===== config.mk =====
export PLATFORM = sky130hd
export DESIGN_NAME = spi_slave_register_bank
export DESIGN_NICKNAME = d
export VERILOG_FILES = /design/src/rtl/ssrb_pkg.sv /design/src/rtl/ssrb_regfile.sv /design/src/rtl/spi_slave_register_bank.sv
export SDC_FILE = /design/constraint.sdc
export NUM_CORES = 1
export LEC_CHECK = 0
export BUFFER_PORTS_ARGS = -buffer_cell sky130_fd_sc_hd__buf_2
export CAP_MARGIN = 25
export CORE_ASPECT_RATIO = 0.6
export CORE_MARGIN = 4
export CORE_UTILIZATION = 52
export DETAILED_ROUTE_END_ITERATION = 6
export PLACE_DENSITY = 0.74
export SKIP_CTS_REPAIR_TIMING = 1
export SYNTH_ARGS = -nofsm -noshare
export SYNTH_HDL_FRONTEND = slang
export SYNTH_SLANG_ARGS = --single-unit

===== constraint.sdc =====
create_clock -name clk -period 2.8 [get_ports clk]
set_input_delay 0.7 -clock clk [delete_from_list [all_inputs] [get_ports clk]]
set_output_delay 0.7 -clock clk [all_outputs]
set_load 0.005 [all_outputs]

===== src/rtl/ssrb_pkg.sv =====
package ssrb_pkg;

  localparam int NUM_REGS_DEF = 5;
  localparam int DATA_W       = 8;
  localparam int CMD_ADDR_W   = 7;
  localparam int WR_ADDR_W    = 3;
  localparam int OUT_FIELDS_W = 21;
  localparam int OUT_TDATA_W  = 24;

  localparam logic [DATA_W-1:0] REG1_INIT = 8'h32;
  localparam logic [DATA_W-1:0] REG4_INIT = 8'h55;

  // one-hot protocol phase
  typedef enum logic [3:0] {
    PH_IDLE  = 4'b0001,
    PH_WDATA = 4'b0010,
    PH_SKIP1 = 4'b0100,
    PH_SKIP2 = 4'b1000
  } phase_t;

  typedef struct packed {
    logic rd_en;
    logic wr_en;
  } ssrb_ctl_t;

  // power-up contents of the bank; entries past the fifth start at zero
  function automatic logic [DATA_W-1:0] ssrb_init(input logic [CMD_ADDR_W-1:0] idx);
    logic [DATA_W-1:0] val;
    case (idx)
      7'd1:    val = REG1_INIT;
      7'd4:    val = REG4_INIT;
      default: val = '0;
    endcase
    return val;
  endfunction

endpackage


===== src/rtl/ssrb_regfile.sv =====
module ssrb_regfile #(
  parameter int NUM_REGS = ssrb_pkg::NUM_REGS_DEF,
  parameter int AW       = (NUM_REGS > 1) ? $clog2(NUM_REGS) : 1
) (
  input  logic                      clk,
  input  logic                      rst_n,
  input  ssrb_pkg::ssrb_ctl_t       ctl,
  input  logic [AW-1:0]             rd_addr,
  input  logic [AW-1:0]             wr_addr,
  input  logic [ssrb_pkg::DATA_W-1:0] wr_data,
  output logic [ssrb_pkg::DATA_W-1:0] rd_data
);
  import ssrb_pkg::*;

  logic [DATA_W-1:0]   mem [NUM_REGS];
  logic [NUM_REGS-1:0] vld_r;
  logic [DATA_W-1:0]   rd_q_r;
  logic [DATA_W-1:0]   rd_init_r;
  logic                rd_vld_r;

  always_ff @(posedge clk) begin
    if (ctl.wr_en) begin
      mem[wr_addr] <= wr_data;
    end
    if (ctl.rd_en) begin
      rd_q_r    <= mem[rd_addr];
      rd_init_r <= ssrb_init(CMD_ADDR_W'(rd_addr));
    end
  end

  always_ff @(posedge clk) begin
    if (!rst_n) begin
      vld_r    <= '0;
      rd_vld_r <= 1'b0;
    end else begin
      if (ctl.wr_en) begin
        vld_r[wr_addr] <= 1'b1;
      end
      if (ctl.rd_en) begin
        rd_vld_r <= vld_r[rd_addr];
      end
    end
  end

  // an entry never written reads as its power-up value
  assign rd_data = rd_vld_r ? rd_q_r : rd_init_r;

endmodule


===== src/rtl/spi_slave_register_bank.sv =====
// Channel | Dir | Bits | Fields, lowest bit first
// in_*    | in  | 8    | rx_byte[7:0]
// out_*   | out | 24   | tx_load, tx_byte[8], write_done, write_addr[3], write_value[8], 3'b0
//
// One byte is accepted per cycle while in_tready is high; its result appears in
// the output register on the next cycle. The bank is read or written at most once
// per beat through one memory port pair, which sets the single-cycle rate.
// in_tready drops only while a result is held and out_tready is low.
// Reset (rst_n low, synchronous) returns to the idle phase and restores the
// power-up bank contents at once through per-entry valid bits.
module spi_slave_register_bank #(
  parameter int NUM_REGS = ssrb_pkg::NUM_REGS_DEF
) (
  input  logic                           clk,
  input  logic                           rst_n,
  input  logic                           in_tvalid,
  output logic                           in_tready,
  input  logic [ssrb_pkg::DATA_W-1:0]    in_tdata,   // rx_byte[7:0]
  output logic                           out_tvalid,
  input  logic                           out_tready,
  // tx_load[0], tx_byte[8:1], write_done[9], write_addr[12:10],
  // write_value[20:13], zero fill[23:21]
  output logic [ssrb_pkg::OUT_TDATA_W-1:0] out_tdata
);
  import ssrb_pkg::*;

  localparam int AW = (NUM_REGS > 1) ? $clog2(NUM_REGS) : 1;

  phase_t              phase_r, phase_nxt;
  logic [AW-1:0]       target_r, target_nxt;
  logic                out_vld_r, out_vld_nxt;
  logic                tx_load_r, inrange_r, wr_done_r;
  logic [WR_ADDR_W-1:0] wr_addr_r;
  logic [DATA_W-1:0]   wr_val_r;

  logic                in_fire;
  logic                is_wr_cmd;
  logic                addr_ok;
  logic [CMD_ADDR_W-1:0] cmd_addr;
  logic [AW-1:0]       cmd_idx;
  logic [DATA_W-1:0]   rd_data;
  logic [DATA_W-1:0]   tx_byte;
  ssrb_ctl_t           ctl;

  assign in_tready = !out_vld_r || out_tready;
  assign in_fire   = in_tvalid && in_tready;
  assign is_wr_cmd = in_tdata[DATA_W-1];
  assign cmd_addr  = in_tdata[CMD_ADDR_W-1:0];
  assign addr_ok   = (32'(cmd_addr) < NUM_REGS);
  assign cmd_idx   = addr_ok ? AW'(cmd_addr) : '0;

  assign ctl.rd_en = in_fire && (phase_r == PH_IDLE) && !is_wr_cmd;
  assign ctl.wr_en = in_fire && (phase_r == PH_WDATA);

  ssrb_regfile #(
    .NUM_REGS (NUM_REGS),
    .AW       (AW)
  ) u_regfile (
    .clk     (clk),
    .rst_n   (rst_n),
    .ctl     (ctl),
    .rd_addr (cmd_idx),
    .wr_addr (target_r),
    .wr_data (in_tdata),
    .rd_data (rd_data)
  );

  always_comb begin
    phase_nxt   = phase_r;
    target_nxt  = target_r;
    out_vld_nxt = out_vld_r;
    if (out_tready) begin
      out_vld_nxt = 1'b0;
    end
    if (in_fire) begin
      out_vld_nxt = 1'b1;
      case (phase_r)
        PH_IDLE: begin
          if (is_wr_cmd) begin
            target_nxt = cmd_idx;
            phase_nxt  = PH_WDATA;
          end else begin
            phase_nxt  = PH_SKIP1;
          end
        end
        PH_WDATA: phase_nxt = PH_IDLE;
        PH_SKIP1: phase_nxt = PH_SKIP2;
        default:  phase_nxt = PH_IDLE;
      endcase
    end
  end

  always_ff @(posedge clk) begin
    if (!rst_n) begin
      phase_r   <= PH_IDLE;
      target_r  <= '0;
      out_vld_r <= 1'b0;
    end else begin
      phase_r   <= phase_nxt;
      target_r  <= target_nxt;
      out_vld_r <= out_vld_nxt;
    end
  end

  // result fields; hold while the beat is stalled
  always_ff @(posedge clk) begin
    if (in_fire) begin
      tx_load_r <= ctl.rd_en;
      inrange_r <= addr_ok;
      wr_done_r <= ctl.wr_en;
      wr_addr_r <= ctl.wr_en ? WR_ADDR_W'(target_r) : '0;
      wr_val_r  <= ctl.wr_en ? in_tdata : '0;
    end
  end

  assign tx_byte    = (tx_load_r && inrange_r) ? rd_data : '0;
  assign out_tvalid = out_vld_r;
  assign out_tdata  = OUT_TDATA_W'({wr_val_r, wr_addr_r, wr_done_r, tx_byte, tx_load_r});

endmodule


Word level (Yosys, flattened, before mapping)
Memory sizes are Yosys's and may differ from the RTL's. A register that Yosys moved wholly into a read port is not among the register bits.
Cells that the tools add are included.
{"block": "word_totals", "register_bits": 36, "ramBits": 40, "out_inout_bits": 26, "wordCells": 47, "n_memories": 1}
{"block": "classes", "n_lt_le_gt_ge": 4, "eq_ne": 5, "n_mux": 14, "bitwise": 1, "n_reduce_logical": 11}
{"memory": "u_regfile.mem", "words": 5, "width": 8, "rd": 1, "rd_ports_with_merged_regs": 1, "write_ports": 1, "line": "ssrb_regfile.sv:15", "rtl": "logic [DATA_W-1:0] mem [NUM_REGS];"}
{"op": "$mux W8", "n": 2}
{"op": "$pmux W7 S2", "n": 1}
{"op": "$lt A3 B4 Y1 const B", "n": 2}
{"op": "$pmux W4 S2", "n": 1}
{"op": "$lt A7 B3 Y1 const B", "n": 1}
{"op": "$logic_and A1 B1 Y1", "n": 6}
{"op": "$mux W1", "n": 6}
{"op": "$mux W3", "n": 2}
{"op": "$or A5 B5 Y5", "n": 1}
{"op": "$eq A4 B1 Y1 const B", "n": 1}
{"op": "$eq A4 B2 Y1 const B", "n": 1}
{"op": "$eq A4 B3 Y1 const B", "n": 1}
{"op": "$bmux W1 S3", "n": 1}
{"op": "$demux W1 S3", "n": 1}
{"op": "$eq A3 B1 Y1 const B", "n": 1}
{"op": "$eq A3 B3 Y1 const B", "n": 1}
{"op": "$ge A3 B1 Y1 const B", "n": 1}
{"op": "$reduce_and A3 Y1", "n": 1}
{"op": "$logic_not A1 Y1", "n": 2}
{"op": "$reduce_bool A2 Y1", "n": 1}
{"op": "$logic_or A1 B1 Y1", "n": 1}

Depth between registers and ports, before layout
{"block": "logic_depth", "word_depth": 6, "depth_mapped": 7}

Cells and area by module
A second synthesis with hierarchy kept.
{"block": "unflattened", "hier_cells": 202, "hier_area_um2": 3191.8}
{"mod": "ssrb_regfile", "instances": 1, "cells_per_inst": 113, "area_each_um2": 2167.1, "seq_area_each_um2": 1651.6}
{"mod": "spi_slave_register_bank", "instances": 1, "cells_per_inst": 89, "area_each_um2": 1024.7, "seq_area_each_um2": 580.6}

Least setup slack after synthesis
Ideal clock, no wire load.
{"block": "synth_timing", "path_kind": "reg-to-reg", "from": "register phase_r[3]", "to": "register u_regfile.rd_vld_r", "setup_ps": 118, "t_arrival_ps": 2719, "t_required_ps": 2682, "slack_ps": -37, "stages_incl_launch_ff": 5, "cell_sequence": "dfxtp_1 > or4b_1 > nor4_1 > o211ai_1 > o2111a_1"}
{"item": "start, declared", "line": "spi_slave_register_bank.sv:29", "rtl": "phase_t phase_r, phase_nxt;"}
{"item": "start signal, assigned", "line": "spi_slave_register_bank.sv:99", "rtl": "phase_r <= phase_nxt;"}
{"item": "end signal, assigned", "line": "ssrb_regfile.sv:40", "rtl": "rd_vld_r <= vld_r[rd_addr];"}
{"item": "end, declared", "line": "ssrb_regfile.sv:19", "rtl": "logic rd_vld_r;"}

Worst setup path after layout
{"block": "layout_timing", "from": "input port in_tdata[3] (netlist name)", "to": "register u_regfile.rd_q_r[3], read port of u_regfile.mem (data pin)"}
{"block": "layout_via", "elab_chain_len": 2}
{"item": "start, declared", "line": "spi_slave_register_bank.sv:18", "rtl": "input logic [ssrb_pkg::DATA_W-1:0] in_tdata,"}
{"item": "$lt A7 B3 Y1", "line": "spi_slave_register_bank.sv:49", "rtl": "assign addr_ok = (32'(cmd_addr) < NUM_REGS);"}
{"item": "$mux W3", "line": "spi_slave_register_bank.sv:50", "rtl": "assign cmd_idx = addr_ok ? AW'(cmd_addr) : '0;"}
{"item": "end, declared", "line": "ssrb_regfile.sv:17", "rtl": "logic [DATA_W-1:0] rd_q_r;"}
Every way passes these cells.
A chain may end at the register's enable or synchronous reset.

==> reports/metrics.cfg <==
[status]
status=completed

[clock_tree]
cts_buffer_depth=2
h-tree-depth=3
cts_root_buf=clkbuf_8
tritoncts=yes
cts.sinks=79
clk_pin_slew_ps=80
clkLatencyLatePin_ps=350
cts_buffers=9

[synthesis]
synth_area_sq_um=3300
synthArstFlopShare_pct=0
yosysWarnings=0
ys_seq_area_share_pct=67.7
synth_edf_count=65
synthCells=248
synth_area_per_cell_sq_um=13.3
synth_cell_types=45
ys_seq_elements=79
synth_ff_type=edfxtp_1

[die]
fp.dieH_um=69.7
initial_core_util_pct=53.8
die-area_sq_um=7730
die-width_um=111
rows=22
core_area_sq_um=6140
io_pins=38

[pwr]
internal_power_mw=1.70
peakVddDrop_mv=0.386
p_per_area_nw_per_um2=593
switching_share_pct=23.9
p_comb_share_pct=6.2
switchingPower_mw=0.535
power.sequential.fraction_pct=58.4
leakage_nw=1.40
clkPwrFrac_pct=35.4

[place]
io_buffers=34
dp_slack_ps=184
place_area_sq_um=3580
dp_hpwl_um=4870
gp_congestion=0.817

[layout]
post-route-util_pct=61.4
insertedDiodeCount=0
seqCellArea_sq_um=2230
drive_above_1_share_pct=23.3
fillers=473
multi_input_area_sq_um=977
stdcell_area_sq_um=3770
area_growth_syn_to_layout_pct=14.3
nets=299

[timing]
slew_headroom_pct=54.2
min_period_ps=2260
hold_viol=0
layout_setup_ws_ps=536
max_freq_mhz=442
grt_setup_unrepaired=false
worstMarginPinSlew_ps=685
slew_violations=0
hold_ws_ps=468
clock_skew_ps=7.87
finalCritPeriodShare_pct=80.9
fin_tns_setup_ps=0
setup_violations=0

[global_route]
grt_pass1_vias=1998
globalRoute.totalOverflow=0
grt_use_total_pct=18.9
grt_max_degree=22
grt_first_pass_wirelength_um=10900
antenna_found_initial=0

[routing]
routed_wl_um=7130
route.vias.total=2156
ant_nets=0
via_per_inst=5.73
drc=0
drt-initial-drc-count=154
wl_per_cell_um=19.0
detail_route.first_pass.iterations=5

[setup_path]
start_kind=primary input
path_class=in2reg
end_kind=flop
cp.required_ps=2900
crit_arrival_ps=2360
path_max_fanout=13

[flow_run]
cap_violations=0

[worst_hold_path]
min-delay-path-class=reg2reg

[final timing paths]
| kind | slack, ps | cells past startpoint | end | startpoint |
|---|---|---|---|---|
| setup / recovery | 540 | 5 | u_regfile.rd_q_r[3] | in_tdata[3] |
| hold reg to reg | 470 | 1 | u_regfile.vld_r[4] | u_regfile.vld_r[4] |
| setup reg to reg | 700 | 4 | u_regfile.mem[0][5] | phase_r[1] |
| hold / removal | 470 | 1 | u_regfile.vld_r[4] | u_regfile.vld_r[4] |
[worst max-delay path, stage by stage]
cell and delay, ps:
buf_2 140, or4_1 780, nor2_2 210, nand2_1 250, o32a_1 260
[power by group through the flow]
stage / clock network (mW) / logic (mW) / registers [mW]
2_1_floorplan: 0 / 0.0846 / 1.33
6_report: 0.791 / 0.139 / 1.31
5_1_grt: 0.869 / 0.150 / 1.31
4_1_cts: 0.806 / 0.137 / 1.31
3_3_place_gp: 0 / 0.132 / 1.33
3_5_place_dp: 0 / 0.136 / 1.33
[cells by family after synthesis]
kind of cell	after synthesis	synth area share (%)
DFF	79	67.7
and+or+nand+nor	76	12.9
AOI/OAI and AO/OA	56	12.3
buffers and inverters	24	3.34
muxes	12	3.72
other	1	0.114
[state kept, by name, summed over array words and instances (netlist names), 3 cells and up]
name	cells
u_regfile.mem	40
u_regfile.rd_q_r	8
wr_val_r	8
u_regfile.vld_r	5
phase_r	4
target_r	3
u_regfile.rd_init_r	3
wr_addr_r	3
[layout by cell type, fill, tap and decap left out, types with 3 or more instances in the layout]
master / synthesis / final
o32a_1: 7 / 7
and2_1: 13 / 13
buf_2: 0 / 34
nand2_1: 21 / 21
a32oi_1: 7 / 7
nor2b_1: 5 / 5
inv_1: 6 / 6
o21ai_0: 11 / 11
a21oi_1: 7 / 7
mux2i_1: 10 / 10
edfxtp_1: 65 / 65
clkbuf_8: 0 / 10
conb_1: 1 / 3
inv_6: 0 / 3
a21boi_0: 3 / 3
buf_4: 5 / 10
o21a_1: 12 / 12
dfxtp_1: 14 / 14
nor2_1: 13 / 13
[layer usage]
metal / global-route usage [%] / up-vias / wire [um]
li1: - / 1006 / -
met1: 27.5 / 1034 / 3470
met2: 25.9 / 103 / 2910
met3: 7.24 / 13 / 649
met4: 6.15 / 0 / 105
met5: 0 / - / 0
[cell usage after synthesis (3+ instances only)]
library cell  number  area share (%)
a21boi_0           3            0.68
a21oi_1            7             1.1
a32oi_1            7             1.9
and2_1            13             2.5
buf_4              5             1.1
clkbuf_1          11             1.3
dfxtp_1           14             8.5
edfxtp_1          65              59
inv_1              6            0.68
mux2i_1           10             3.0
nand2_1           21             2.4
nor2_1            13             1.5
nor2b_1            5            0.95
o21a_1            12             2.7
o21ai_0           11             1.7
o32a_1             7             2.1
[through the flow]
stage / total power, mW / std cells
4_1_cts: 2.25 / 376
3_5_place_dp: 1.47 / 360
5_1_grt: 2.33 / 376
6_report: 2.24 / 376
3_3_place_gp: 1.46 / 360
2_1_floorplan: 1.41 / 250
[final cells by class]
| class | count | share of cell area [%] |
|---|---|---|
| Sequential cell | 79 | 59.2 |
| Multi-Input combinational cell | 147 | 25.9 |
| Timing Repair Buffer | 44 | 6.50 |
| Clock buffer | 10 | 3.65 |
| Tap cell | 84 | 2.79 |
| Clock inverter | 6 | 1.36 |
| Inverter | 6 | 0.597 |
Note: power is estimated with default switching activity, not from simulation.
